`src/rtl/mwma_pkg.sv`:
```
// ============================================================================
// mwma_pkg
// Shared constants for the multi-window moving average block: default
// widths, window lengths and the layout of the constant-divider chain.
// ============================================================================
package mwma_pkg;

    // Default field widths and long window length
    localparam int PRICE_WIDTH_DEF  = 32;
    localparam int VOLUME_WIDTH_DEF = 40;
    localparam int LONG_WINDOW_DEF  = 60;

    // Fixed window lengths
    localparam int WIN_A = 5;
    localparam int WIN_B = 10;
    localparam int WIN_C = 20;

    // Volume history depth (longest volume window)
    localparam int VOL_DEPTH = WIN_B;

    // Quotient bits resolved by one divider cell
    localparam int STEP_BITS = 4;

    // Divider lane indexes
    localparam int DIV_CLOSE_5   = 0;
    localparam int DIV_CLOSE_10  = 1;
    localparam int DIV_CLOSE_20  = 2;
    localparam int DIV_CLOSE_L   = 3;
    localparam int DIV_VOLUME_5  = 4;
    localparam int DIV_VOLUME_10 = 5;
    localparam int NUM_DIV       = 6;

endpackage

```
`src/rtl/mwma_if.sv`:
```
// ============================================================================
// mwma_if
// Valid/ready channels of the moving average block: one bar in, one set of
// averages out.
// ============================================================================

// Bar channel
interface mwma_in_if #(
    parameter int PRICE_WIDTH  = mwma_pkg::PRICE_WIDTH_DEF,
    parameter int VOLUME_WIDTH = mwma_pkg::VOLUME_WIDTH_DEF
) ();
    logic                    valid;
    logic                    ready;
    logic                    restart;
    logic [PRICE_WIDTH-1:0]  close_price;
    logic [VOLUME_WIDTH-1:0] volume;

    modport source (output valid, output restart, output close_price, output volume,
                    input ready);
    modport sink   (input valid, input restart, input close_price, input volume,
                    output ready);
endinterface

// Average channel
interface mwma_out_if #(
    parameter int PRICE_WIDTH  = mwma_pkg::PRICE_WIDTH_DEF,
    parameter int VOLUME_WIDTH = mwma_pkg::VOLUME_WIDTH_DEF
) ();
    logic                    valid;
    logic                    ready;
    logic [PRICE_WIDTH-1:0]  avg_close_5;
    logic [PRICE_WIDTH-1:0]  avg_close_10;
    logic [PRICE_WIDTH-1:0]  avg_close_20;
    logic [PRICE_WIDTH-1:0]  avg_close_60;
    logic [VOLUME_WIDTH-1:0] avg_volume_5;
    logic [VOLUME_WIDTH-1:0] avg_volume_10;

    modport source (output valid, output avg_close_5, output avg_close_10,
                    output avg_close_20, output avg_close_60,
                    output avg_volume_5, output avg_volume_10, input ready);
    modport sink   (input valid, input avg_close_5, input avg_close_10,
                    input avg_close_20, input avg_close_60,
                    input avg_volume_5, input avg_volume_10, output ready);
endinterface

```
`src/rtl/mwma_div_cell.sv`:
```
// ============================================================================
// mwma_div_cell
// One cell of a constant-divisor restoring divider chain. Each cell shifts
// STEP_BITS dividend bits into the partial remainder, produces the matching
// quotient bits and registers the result for its right-hand neighbor.
// ============================================================================
module mwma_div_cell #(
    parameter int WIDTH     = 44,
    parameter int DIVISOR   = mwma_pkg::WIN_A,
    parameter int STEP_BITS = mwma_pkg::STEP_BITS,
    parameter int REM_W     = $clog2(DIVISOR)
) (
    input  logic             clk,
    input  logic             shift,
    input  logic [REM_W-1:0] rem_in,
    input  logic [WIDTH-1:0] work_in,
    output logic [REM_W-1:0] rem_out,
    output logic [WIDTH-1:0] work_out
);
    import mwma_pkg::*;

    logic [REM_W-1:0] rem_next;
    logic [WIDTH-1:0] work_next;
    logic [REM_W-1:0] rem_reg;
    logic [WIDTH-1:0] work_reg;

    // STEP_BITS restoring steps; work holds dividend bits above, quotient below
    always_comb
    begin
        logic [REM_W:0] trial;
        rem_next  = rem_in;
        work_next = work_in;
        for (int i = 0; i < STEP_BITS; i++)
        begin
            trial     = {rem_next, work_next[WIDTH-1]};
            work_next = {work_next[WIDTH-2:0], 1'b0};
            if (trial >= (REM_W+1)'(DIVISOR))
            begin
                rem_next     = REM_W'(trial - (REM_W+1)'(DIVISOR));
                work_next[0] = 1'b1;
            end
            else
            begin
                rem_next = REM_W'(trial);
            end
        end
    end

    // Stage register (payload only)
    always_ff @(posedge clk)
    begin
        if (shift)
        begin
            rem_reg  <= rem_next;
            work_reg <= work_next;
        end
    end

    assign rem_out  = rem_reg;
    assign work_out = work_reg;

endmodule

```
`src/rtl/mwma_window_sums.sv`:
```
// ============================================================================
// mwma_window_sums
// Price and volume history shift lines with running window sums. On each
// accepted bar the oldest bar of every full window is subtracted, the new bar is
// added and the history shifts one place.
// ============================================================================
module mwma_window_sums #(
    parameter int PRICE_WIDTH  = mwma_pkg::PRICE_WIDTH_DEF,
    parameter int VOLUME_WIDTH = mwma_pkg::VOLUME_WIDTH_DEF,
    parameter int LONG_WINDOW  = mwma_pkg::LONG_WINDOW_DEF,
    parameter int CNT_W        = $clog2(LONG_WINDOW + 1),
    parameter int SC5_W        = PRICE_WIDTH + $clog2(mwma_pkg::WIN_A),
    parameter int SC10_W       = PRICE_WIDTH + $clog2(mwma_pkg::WIN_B),
    parameter int SC20_W       = PRICE_WIDTH + $clog2(mwma_pkg::WIN_C),
    parameter int SCL_W        = PRICE_WIDTH + $clog2(LONG_WINDOW),
    parameter int SV5_W        = VOLUME_WIDTH + $clog2(mwma_pkg::WIN_A),
    parameter int SV10_W       = VOLUME_WIDTH + $clog2(mwma_pkg::WIN_B)
) (
    input  logic                    clk,
    input  logic                    rst_n,
    input  logic                    load,
    input  logic                    restart,
    input  logic [PRICE_WIDTH-1:0]  close_price,
    input  logic [VOLUME_WIDTH-1:0] volume,
    output logic [CNT_W-1:0]        bars_seen,
    output logic [SC5_W-1:0]        sum_close_5,
    output logic [SC10_W-1:0]       sum_close_10,
    output logic [SC20_W-1:0]       sum_close_20,
    output logic [SCL_W-1:0]        sum_close_l,
    output logic [SV5_W-1:0]        sum_volume_5,
    output logic [SV10_W-1:0]       sum_volume_10
);
    import mwma_pkg::*;

    logic [PRICE_WIDTH-1:0]  price_reg [LONG_WINDOW];
    logic [VOLUME_WIDTH-1:0] vol_reg   [VOL_DEPTH];

    logic [CNT_W-1:0]  count_reg, count_next, n_cur;
    logic [SC5_W-1:0]  sum_c5_reg, sum_c5_next;
    logic [SC10_W-1:0] sum_c10_reg, sum_c10_next;
    logic [SC20_W-1:0] sum_c20_reg, sum_c20_next;
    logic [SCL_W-1:0]  sum_cl_reg, sum_cl_next;
    logic [SV5_W-1:0]  sum_v5_reg, sum_v5_next;
    logic [SV10_W-1:0] sum_v10_reg, sum_v10_next;

    // Restart drops the series before the bar is taken in
    assign n_cur = restart ? '0 : count_reg;

    // Window sums: add new bar, drop the one leaving each full window
    always_comb
    begin
        logic [SC5_W-1:0]  drop_c5;
        logic [SC10_W-1:0] drop_c10;
        logic [SC20_W-1:0] drop_c20;
        logic [SCL_W-1:0]  drop_cl;
        logic [SV5_W-1:0]  drop_v5;
        logic [SV10_W-1:0] drop_v10;

        drop_c5  = (n_cur >= CNT_W'(WIN_A)) ? SC5_W'(price_reg[WIN_A-1]) : '0;
        drop_c10 = (n_cur >= CNT_W'(WIN_B)) ? SC10_W'(price_reg[WIN_B-1]) : '0;
        drop_c20 = (n_cur >= CNT_W'(WIN_C)) ? SC20_W'(price_reg[WIN_C-1]) : '0;
        drop_cl  = (n_cur >= CNT_W'(LONG_WINDOW)) ?
                   SCL_W'(price_reg[LONG_WINDOW-1]) : '0;
        drop_v5  = (n_cur >= CNT_W'(WIN_A)) ? SV5_W'(vol_reg[WIN_A-1]) : '0;
        drop_v10 = (n_cur >= CNT_W'(WIN_B)) ? SV10_W'(vol_reg[VOL_DEPTH-1]) : '0;

        sum_c5_next  = (restart ? '0 : sum_c5_reg) + SC5_W'(close_price) - drop_c5;
        sum_c10_next = (restart ? '0 : sum_c10_reg) + SC10_W'(close_price) - drop_c10;
        sum_c20_next = (restart ? '0 : sum_c20_reg) + SC20_W'(close_price) - drop_c20;
        sum_cl_next  = (restart ? '0 : sum_cl_reg) + SCL_W'(close_price) - drop_cl;
        sum_v5_next  = (restart ? '0 : sum_v5_reg) + SV5_W'(volume) - drop_v5;
        sum_v10_next = (restart ? '0 : sum_v10_reg) + SV10_W'(volume) - drop_v10;

        // Bar count saturates at the long window
        count_next = (n_cur < CNT_W'(LONG_WINDOW)) ? n_cur + CNT_W'(1) : n_cur;
    end

    // Sums and count
    always_ff @(posedge clk or negedge rst_n)
    begin
        if (!rst_n)
        begin
            count_reg   <= '0;
            sum_c5_reg  <= '0;
            sum_c10_reg <= '0;
            sum_c20_reg <= '0;
            sum_cl_reg  <= '0;
            sum_v5_reg  <= '0;
            sum_v10_reg <= '0;
        end
        else if (load)
        begin
            count_reg   <= count_next;
            sum_c5_reg  <= sum_c5_next;
            sum_c10_reg <= sum_c10_next;
            sum_c20_reg <= sum_c20_next;
            sum_cl_reg  <= sum_cl_next;
            sum_v5_reg  <= sum_v5_next;
            sum_v10_reg <= sum_v10_next;
        end
    end

    // History shift lines: cell 0 holds the newest bar
    always_ff @(posedge clk)
    begin
        if (load)
        begin
            price_reg[0] <= close_price;
            for (int i = 1; i < LONG_WINDOW; i++)
            begin
                price_reg[i] <= price_reg[i-1];
            end
            vol_reg[0] <= volume;
            for (int i = 1; i < VOL_DEPTH; i++)
            begin
                vol_reg[i] <= vol_reg[i-1];
            end
        end
    end

    assign bars_seen     = count_reg;
    assign sum_close_5   = sum_c5_reg;
    assign sum_close_10  = sum_c10_reg;
    assign sum_close_20  = sum_c20_reg;
    assign sum_close_l   = sum_cl_reg;
    assign sum_volume_5  = sum_v5_reg;
    assign sum_volume_10 = sum_v10_reg;

endmodule

```
`src/rtl/multi_window_moving_average.sv`:
```
// ============================================================================
// multi_window_moving_average
// Simple moving averages of close price (5, 10, 20, long window) and of
// volume (5, 10) over a stream of bars.
// ============================================================================
// Usage:
//   bar : valid/ready sink. One transfer per bar: restart, close_price, volume.
//         restart = 1 begins a new series with this bar.
//   avg : valid/ready source. One transfer per bar with six averages; an
//         average reads 0 until its window holds enough bars of the series.
// Pipeline: the window sums register, then STAGES divider cells, where STAGES
//   is ceil(max(PRICE_WIDTH + clog2(LONG_WINDOW), VOLUME_WIDTH + 3) / 4);
//   11 cells with the default widths.
// Throughput: one bar per cycle while avg is ready. The window sums are
//   registered; the averages come out of a chain of divider cells that resolve 4
//   quotient bits each and move one place per cycle when not held.
// Reset: clears the bar count, window sums and all pipeline valid flags; the
//   history needs no clearing since unfilled windows are never read.
// Stall: when avg is not ready, the chain compacts bubbles and then holds;
//   bar stays ready while any stage ahead is empty.
// ============================================================================
module multi_window_moving_average #(
    parameter int PRICE_WIDTH  = mwma_pkg::PRICE_WIDTH_DEF,
    parameter int VOLUME_WIDTH = mwma_pkg::VOLUME_WIDTH_DEF,
    parameter int LONG_WINDOW  = mwma_pkg::LONG_WINDOW_DEF
) (
    input  logic      clk,
    input  logic      rst_n,
    mwma_in_if.sink   bar,
    mwma_out_if.source avg
);
    import mwma_pkg::*;

    localparam int CNT_W   = $clog2(LONG_WINDOW + 1);
    localparam int SC5_W   = PRICE_WIDTH + $clog2(WIN_A);
    localparam int SC10_W  = PRICE_WIDTH + $clog2(WIN_B);
    localparam int SC20_W  = PRICE_WIDTH + $clog2(WIN_C);
    localparam int SCL_W   = PRICE_WIDTH + $clog2(LONG_WINDOW);
    localparam int SV5_W   = VOLUME_WIDTH + $clog2(WIN_A);
    localparam int SV10_W  = VOLUME_WIDTH + $clog2(WIN_B);
    // Widest dividend after pre-shifting the 10 and 20 windows to a /5
    localparam int DIV_W   = (SCL_W > SV5_W) ? SCL_W : SV5_W;
    localparam int STAGES  = (DIV_W + STEP_BITS - 1) / STEP_BITS;
    localparam int EXT_W   = STAGES * STEP_BITS;

    logic              accept;
    logic [CNT_W-1:0]  bars_seen;
    logic [SC5_W-1:0]  sum_close_5;
    logic [SC10_W-1:0] sum_close_10;
    logic [SC20_W-1:0] sum_close_20;
    logic [SCL_W-1:0]  sum_close_l;
    logic [SV5_W-1:0]  sum_volume_5;
    logic [SV10_W-1:0] sum_volume_10;

    logic              vld_s_reg;
    logic [STAGES-1:0] vld_c_reg, vld_c_next, en_c;
    logic [EXT_W-1:0]  dividend [NUM_DIV];
    logic [EXT_W-1:0]  quot     [NUM_DIV];

    // Running sums and history
    mwma_window_sums #(
        .PRICE_WIDTH  (PRICE_WIDTH),
        .VOLUME_WIDTH (VOLUME_WIDTH),
        .LONG_WINDOW  (LONG_WINDOW)
    ) u_sums (
        .clk           (clk),
        .rst_n         (rst_n),
        .load          (accept),
        .restart       (bar.restart),
        .close_price   (bar.close_price),
        .volume        (bar.volume),
        .bars_seen     (bars_seen),
        .sum_close_5   (sum_close_5),
        .sum_close_10  (sum_close_10),
        .sum_close_20  (sum_close_20),
        .sum_close_l   (sum_close_l),
        .sum_volume_5  (sum_volume_5),
        .sum_volume_10 (sum_volume_10)
    );

    // Stage enables: a stage moves when empty or when the next one moves
    always_comb
    begin
        en_c[STAGES-1] = !vld_c_reg[STAGES-1] || avg.ready;
        for (int k = STAGES - 2; k >= 0; k--)
        begin
            en_c[k] = !vld_c_reg[k] || en_c[k+1];
        end
    end

    assign bar.ready = !vld_s_reg || en_c[0];
    assign accept    = bar.valid && bar.ready;

    // Valid flags along the divider chain
    always_comb
    begin
        logic [STAGES-1:0] vld_in;
        vld_in     = {vld_c_reg[STAGES-2:0], vld_s_reg};
        vld_c_next = vld_c_reg;
        for (int k = 0; k < STAGES; k++)
        begin
            if (en_c[k])
            begin
                vld_c_next[k] = vld_in[k];
            end
        end
    end

    always_ff @(posedge clk or negedge rst_n)
    begin
        if (!rst_n)
        begin
            vld_s_reg <= 1'b0;
            vld_c_reg <= '0;
        end
        else
        begin
            vld_s_reg <= accept || (vld_s_reg && !en_c[0]);
            vld_c_reg <= vld_c_next;
        end
    end

    // Dividends; a window that is not full divides zero
    assign dividend[DIV_CLOSE_5]   = (bars_seen >= CNT_W'(WIN_A)) ?
                                     EXT_W'(sum_close_5) : '0;
    assign dividend[DIV_CLOSE_10]  = (bars_seen >= CNT_W'(WIN_B)) ?
                                     EXT_W'(sum_close_10 >> 1) : '0;
    assign dividend[DIV_CLOSE_20]  = (bars_seen >= CNT_W'(WIN_C)) ?
                                     EXT_W'(sum_close_20 >> 2) : '0;
    assign dividend[DIV_CLOSE_L]   = (bars_seen == CNT_W'(LONG_WINDOW)) ?
                                     EXT_W'(sum_close_l) : '0;
    assign dividend[DIV_VOLUME_5]  = (bars_seen >= CNT_W'(WIN_A)) ?
                                     EXT_W'(sum_volume_5) : '0;
    assign dividend[DIV_VOLUME_10] = (bars_seen >= CNT_W'(WIN_B)) ?
                                     EXT_W'(sum_volume_10 >> 1) : '0;

    // Divider chains, one per average; the 10 and 20 windows divide by 5
    // after a shift
    for (genvar d = 0; d < NUM_DIV; d++)
    begin : g_div
        localparam int DIVISOR = (d == DIV_CLOSE_L) ? LONG_WINDOW : WIN_A;
        localparam int REM_W   = $clog2(DIVISOR);

        logic [REM_W-1:0] rem_q  [STAGES+1];
        logic [EXT_W-1:0] work_q [STAGES+1];

        assign rem_q[0]  = '0;
        assign work_q[0] = dividend[d];

        for (genvar k = 0; k < STAGES; k++)
        begin : g_cell
            mwma_div_cell #(
                .WIDTH     (EXT_W),
                .DIVISOR   (DIVISOR),
                .STEP_BITS (STEP_BITS),
                .REM_W     (REM_W)
            ) u_cell (
                .clk      (clk),
                .shift    (en_c[k]),
                .rem_in   (rem_q[k]),
                .work_in  (work_q[k]),
                .rem_out  (rem_q[k+1]),
                .work_out (work_q[k+1])
            );
        end

        assign quot[d] = work_q[STAGES];
    end

    // Output from the last cell
    assign avg.valid         = vld_c_reg[STAGES-1];
    assign avg.avg_close_5   = quot[DIV_CLOSE_5][PRICE_WIDTH-1:0];
    assign avg.avg_close_10  = quot[DIV_CLOSE_10][PRICE_WIDTH-1:0];
    assign avg.avg_close_20  = quot[DIV_CLOSE_20][PRICE_WIDTH-1:0];
    assign avg.avg_close_60  = quot[DIV_CLOSE_L][PRICE_WIDTH-1:0];
    assign avg.avg_volume_5  = quot[DIV_VOLUME_5][VOLUME_WIDTH-1:0];
    assign avg.avg_volume_10 = quot[DIV_VOLUME_10][VOLUME_WIDTH-1:0];

    // Checks
    a_ready_flows: assert property (@(posedge clk) disable iff (!rst_n)
        avg.ready |-> bar.ready)
        else $error("bar not ready although avg is ready");

    a_restart_count: assert property (@(posedge clk) disable iff (!rst_n)
        (accept && bar.restart) |=> (bars_seen == CNT_W'(1)))
        else $error("restart did not start a new series");

    a_count_bound: assert property (@(posedge clk) disable iff (!rst_n)
        bars_seen <= CNT_W'(LONG_WINDOW))
        else $error("bar count above long window");

    a_sums_hold: assert property (@(posedge clk) disable iff (!rst_n)
        (vld_s_reg && !en_c[0]) |=> (vld_s_reg && $stable(sum_close_l)))
        else $error("window sums lost before entering divider chain");

endmodule
```
`src/flat_wrapper.sv`:
```
// flat-port wrapper written by rule: the top's interface ports become plain ports
module multi_window_moving_average_flat import mwma_pkg::*;
#(
    parameter int PRICE_WIDTH  = mwma_pkg::PRICE_WIDTH_DEF,
    parameter int VOLUME_WIDTH = mwma_pkg::VOLUME_WIDTH_DEF,
    parameter int LONG_WINDOW  = mwma_pkg::LONG_WINDOW_DEF
)
  (clk, rst_n, bar_valid, bar_restart, bar_close_price, bar_volume, bar_ready, avg_valid, avg_avg_close_5, avg_avg_close_10, avg_avg_close_20, avg_avg_close_60, avg_avg_volume_5, avg_avg_volume_10, avg_ready);
  mwma_in_if #(.PRICE_WIDTH(PRICE_WIDTH), .VOLUME_WIDTH(VOLUME_WIDTH)) bar_i ();
  mwma_out_if #(.PRICE_WIDTH(PRICE_WIDTH), .VOLUME_WIDTH(VOLUME_WIDTH)) avg_i ();
  input  logic clk;
  input  logic rst_n;
  input wire logic [$bits(bar_i.valid)-1:0] bar_valid;
  input wire logic [$bits(bar_i.restart)-1:0] bar_restart;
  input wire logic [$bits(bar_i.close_price)-1:0] bar_close_price;
  input wire logic [$bits(bar_i.volume)-1:0] bar_volume;
  output wire logic [$bits(bar_i.ready)-1:0] bar_ready;
  output wire logic [$bits(avg_i.valid)-1:0] avg_valid;
  output wire logic [$bits(avg_i.avg_close_5)-1:0] avg_avg_close_5;
  output wire logic [$bits(avg_i.avg_close_10)-1:0] avg_avg_close_10;
  output wire logic [$bits(avg_i.avg_close_20)-1:0] avg_avg_close_20;
  output wire logic [$bits(avg_i.avg_close_60)-1:0] avg_avg_close_60;
  output wire logic [$bits(avg_i.avg_volume_5)-1:0] avg_avg_volume_5;
  output wire logic [$bits(avg_i.avg_volume_10)-1:0] avg_avg_volume_10;
  input wire logic [$bits(avg_i.ready)-1:0] avg_ready;
  assign bar_i.valid = bar_valid;
  assign bar_i.restart = bar_restart;
  assign bar_i.close_price = bar_close_price;
  assign bar_i.volume = bar_volume;
  assign bar_ready = bar_i.ready;
  assign avg_valid = avg_i.valid;
  assign avg_avg_close_5 = avg_i.avg_close_5;
  assign avg_avg_close_10 = avg_i.avg_close_10;
  assign avg_avg_close_20 = avg_i.avg_close_20;
  assign avg_avg_close_60 = avg_i.avg_close_60;
  assign avg_avg_volume_5 = avg_i.avg_volume_5;
  assign avg_avg_volume_10 = avg_i.avg_volume_10;
  assign avg_i.ready = avg_ready;
  multi_window_moving_average #(.PRICE_WIDTH(PRICE_WIDTH), .VOLUME_WIDTH(VOLUME_WIDTH), .LONG_WINDOW(LONG_WINDOW)) u_core (.clk(clk), .rst_n(rst_n), .bar(bar_i), .avg(avg_i));
endmodule
```
`config.mk`:
```
export PLATFORM = sky130hd
export DESIGN_NAME = multi_window_moving_average_flat
export DESIGN_NICKNAME = d
export VERILOG_FILES = /design/src/rtl/mwma_pkg.sv /design/src/rtl/mwma_if.sv /design/src/rtl/mwma_div_cell.sv /design/src/rtl/mwma_window_sums.sv /design/src/rtl/multi_window_moving_average.sv /design/src/flat_wrapper.sv
export SDC_FILE = /design/constraint.sdc
export NUM_CORES = 2
export LEC_CHECK = 0
export BUFFER_PORTS_ARGS = -buffer_cell sky130_fd_sc_hd__buf_4
export CORE_MARGIN = 2
export CORE_UTILIZATION = 26
export CTS_CLUSTER_DIAMETER = 30
export CTS_CLUSTER_SIZE = 10
export DETAILED_ROUTE_END_ITERATION = 12
export GPL_TIMING_DRIVEN = 0
export SLEW_MARGIN = 20
export SYNTH_ARGS = -nofsm -noshare
export SYNTH_HDL_FRONTEND = slang
export SYNTH_SLANG_ARGS = --single-unit
```
`constraint.sdc`:
```
create_clock -name clk -period 71.5 [get_ports clk]
set_clock_uncertainty 0.15 [all_clocks]
set_input_delay 21.45 -clock clk [delete_from_list [all_inputs] [get_ports clk]]
set_output_delay 21.45 -clock clk [all_outputs]
set_load 0.05 [all_outputs]
```
==> impl_metrics.toml <==
[status]
status = "completed"

[clock_tree]
clock_path_buffers = 4
cts_tree = "done"
htree_levels = 6
ctsResizeCount = 0
cts-hold-fix-buffers = 0
clkTransAtPathRegs_ns = 0.05
postCtsSetupBuffers = 0
clock_latency_ns = 1.13
cts_buffers = 822
cts.sinks = 5059
cts_root_buf = "clkbuf_16"

[placement]
port-buffer-count = 285
postPlaceCellArea_sq_um = 211000
gp_congestion = 0.851
dpl_worst_slack_ns = 26.46
dp_hpwl_um = 274000

[logic_synthesis]
synth_cell_types = 122
synth_top_family_by_area = "adder cells"
synth_compound_area_share_pct = 4.96
muxShareOfSynthArea_pct = 1.46
synth.avg_cell_area_sq_um = 17.3
syn_inst = 11200
synth-seq-area-share_pct = 77.7
synth_xor_area_share_pct = 1.77
synth_adder_area_share_pct = 6.17
synth_edf_count = 4808
ys.flop_type = "edfxtp_1"
yosysWarningCount = 0
syn_nets = 12100
async_reset_ff_share_pct = 4.96
netlist_area_sq_um = 194000
yosys_register_bits = 5059
synthSimpleGateAreaFrac_pct = 5.83

[floorplanning]
die-area_sq_um = 753000
initial_core_util_pct = 26.1
row_count = 317
io_pins = 287
die_h_um = 868
fp.coreArea_sq_um = 744000
die_w_um = 868

[route]
routed_wl_um = 399000
drt-wirelength-per-cell_um = 17.3
vias = 93000
drt_iter0_markers = 7099
drc_errors = 0
viasPerCell = 4.05
detail-route-antenna-nets = 0
first_pass_iters = 6

[grt]
grt_start_max_net_pins = 164
overflow = 0
grt_pass1_vias = 94700
antenna_found_initial = 101
grt_first_pass_wirelength_um = 590000
grt_usage_pct = 10.2

[critical_path]
critPathSlowestCell = "and3b_1"
critPathCapture = "bar_ready"
path_cells = "buf_4 > and3b_1 > and3_1 > clkbuf_1 > nand4_1 > buf_4"
cp_max_fo = 6
r2r_slack_ns = 64.22
end_kind = "primary output"
cp.arrival_ns = 23.46
critical_path_class = "in2out"
crit_required_ns = 49.90
crit_start = "avg_ready"
reg2reg_depth = 22
cpMostUsedCell = "buf_4"
slowest_delay_ns = 0.54
rr_startpoint = "u_core.u_sums.bars_seen[1]"
cp-start-kind = "input pin"
timing.rr.end = "u_core.u_sums.sum_volume_5[42]"

[finish]
final_cell_area_sq_um = 238000
final_util_pct = 32.0
fill_cells = 71400
multi_input_area_sq_um = 39200
area_growth_pct = 22.9
nets = 13300
final-seq-area_sq_um = 151000
largest_register_ffs = 2306
drive_gt1_share_pct = 14.6

[power_and_ir_drop]
p_per_area_nw_per_um2 = 47.8
power.total_mw = 11.4
leakage_nw = 90.5
max-vdd-ir-drop_v = 0.0000288

[timing]
finalSetupViolations = 0
worstMarginPinSlew_ns = 1.18
fin_setup_tns_ns = 0
layout_min_cycle_time_ns = 45.06
max_freq_mhz = 22.2
relSlewSlack_pct = 21.4
fin_ws_ns = 26.44
rsz0062_at_grt = "no"
drv_slew = 0
fin_crit_sh_pct = 63.0
hold_viol = 0

[run]
drv_cap = 0

[hold_path]
min_path_cells = 0
holdCritPathClass = "reg2reg"
[worst min-delay path by stage]
stage | startpoint | endpoint | slack (ns)
after global placement | u_core.u_sums.vol_reg[5][4] | u_core.u_sums.vol_reg[6][4] | 0.25
after detailed placement | u_core.g_div[0].g_cell[9].u_cell.work_out[21] | u_core.g_div[0].g_cell[10].u_cell.work_out[25] | 0.25
after CTS | u_core.g_div[1].g_cell[7].u_cell.work_out[33] | u_core.g_div[1].g_cell[8].u_cell.work_out[37] | 0.19
final | u_core.g_div[1].g_cell[7].u_cell.work_out[10] | u_core.g_div[1].g_cell[8].u_cell.work_out[14] | 0.20
after global routing | u_core.g_div[0].g_cell[8].u_cell.work_out[15] | u_core.g_div[0].g_cell[9].u_cell.work_out[19] | 0.20
after floorplan | u_core.g_div[0].g_cell[9].u_cell.work_out[6] | u_core.g_div[0].g_cell[10].u_cell.work_out[10] | 0.25
[worst max-delay path, delay by kind of cell]
kind	cells	cell delay [ns]
buf+inv	3	0.92
simple gates	3	1.08
[per-layer routing]
metal	part of all wire (%)	track usage, %	vias to the layer above	wire length (um)
li1	-	-	44100	-
met1	44	13.2	46000	174000
met2	47	17.0	2141	188000
met3	5.3	1.97	795	21000
met4	3.8	3.97	10	15000
met5	0.016	0	-	63
[through the flow]
stage               hold slack, ns  cells
floorplan                    0.250  11200
global placement             0.250  21400
detailed placement           0.255  21500
CTS                          0.189  23000
global route                 0.198  23000
finish                       0.195  23000
[logic make-up after synthesis]
kind of cell / count (synthesis)
compound gates: 1484
xor+xnor: 391
fa+ha+maj: 832
buf+inv: 1097
flops: 5059
mux: 267
simple gates: 2101
[cells in the mapped netlist, drive strengths merged, types with 9 or more instances]
master,count,area (sq um)
nand3b,11,82.6
o211ai,36,280
edfxtp,4808,144000
nand2,500,1880
a311oi,17,149
a21boi,56,439
and3,49,312
a31oi,36,283
o31ai,34,265
a221oi,15,131
a211oi,36,285
xor2,106,928
nor2b,123,769
nand2b,355,2220
nand3,79,400
a31o,12,105
a21o,157,1190
buf,19,97.6
nor2,265,995
nor3b,67,553
mux2,75,845
inv,928,3480
a211o,19,166
o21ai,429,2170
mux2i,188,1890
a21oi,398,2060
o211a,10,108
nand4,30,188
o21bai,39,293
o21a,57,428
o22ai,21,158
clkbuf,150,566
fa,208,4160
and4,9,78.8
and2,420,2630
or2,27,169
ha,624,7810
nor3,108,551
dfrtp,251,6280
xnor2,285,2500
or3,24,150
a41oi,11,104
[report_power, final]
group / switching (mW) / total, mW / internal (mW)
combinational: 1.77 / 2.99 / 1.21
clock: 1.41 / 3.85 / 2.44
sequential: 0.317 / 4.56 / 4.25
total: 3.50 / 11.4 / 7.90
[final cells by class]
type	instances	share of cell area, %
diodes	27	0.0283
plain buffers	169	0.303
clock buffers	943	8.86
inverters	928	1.47
multi-input cells	5075	16.5
flip-flops and latches	5059	63.2
repair buffers	364	1.75
well taps	9889	5.19
clock inverters	538	2.72
[cells in the final DEF, fill, tap and decap left out, types with 33 or more instances in the layout]
master / count
edfxtp_1: 4808
nand2b_1: 354
ha_1: 624
o21ai_1: 47
nor3b_1: 62
clkinvlp_4: 96
buf_4: 284
o211ai_1: 34
and3_1: 48
nor3_1: 105
a21o_1: 156
a21oi_1: 379
nor2b_1: 123
clkbuf_16: 824
o21bai_1: 39
and2_1: 420
o21ai_0: 379
clkinv_1: 75
inv_6: 73
mux2_2: 72
xnor2_1: 285
nand3_1: 76
clkinv_4: 66
clkinv_2: 93
a211oi_1: 33
dfrtp_1: 251
mux2i_1: 185
fa_1: 208
nand2_1: 491
bufinv_16: 82
buf_16: 60
xor2_1: 106
inv_1: 925
o21a_1: 57
nor2_1: 264
clkbuf_1: 235
No activity file was read; power rests on OpenSTA's default activity.
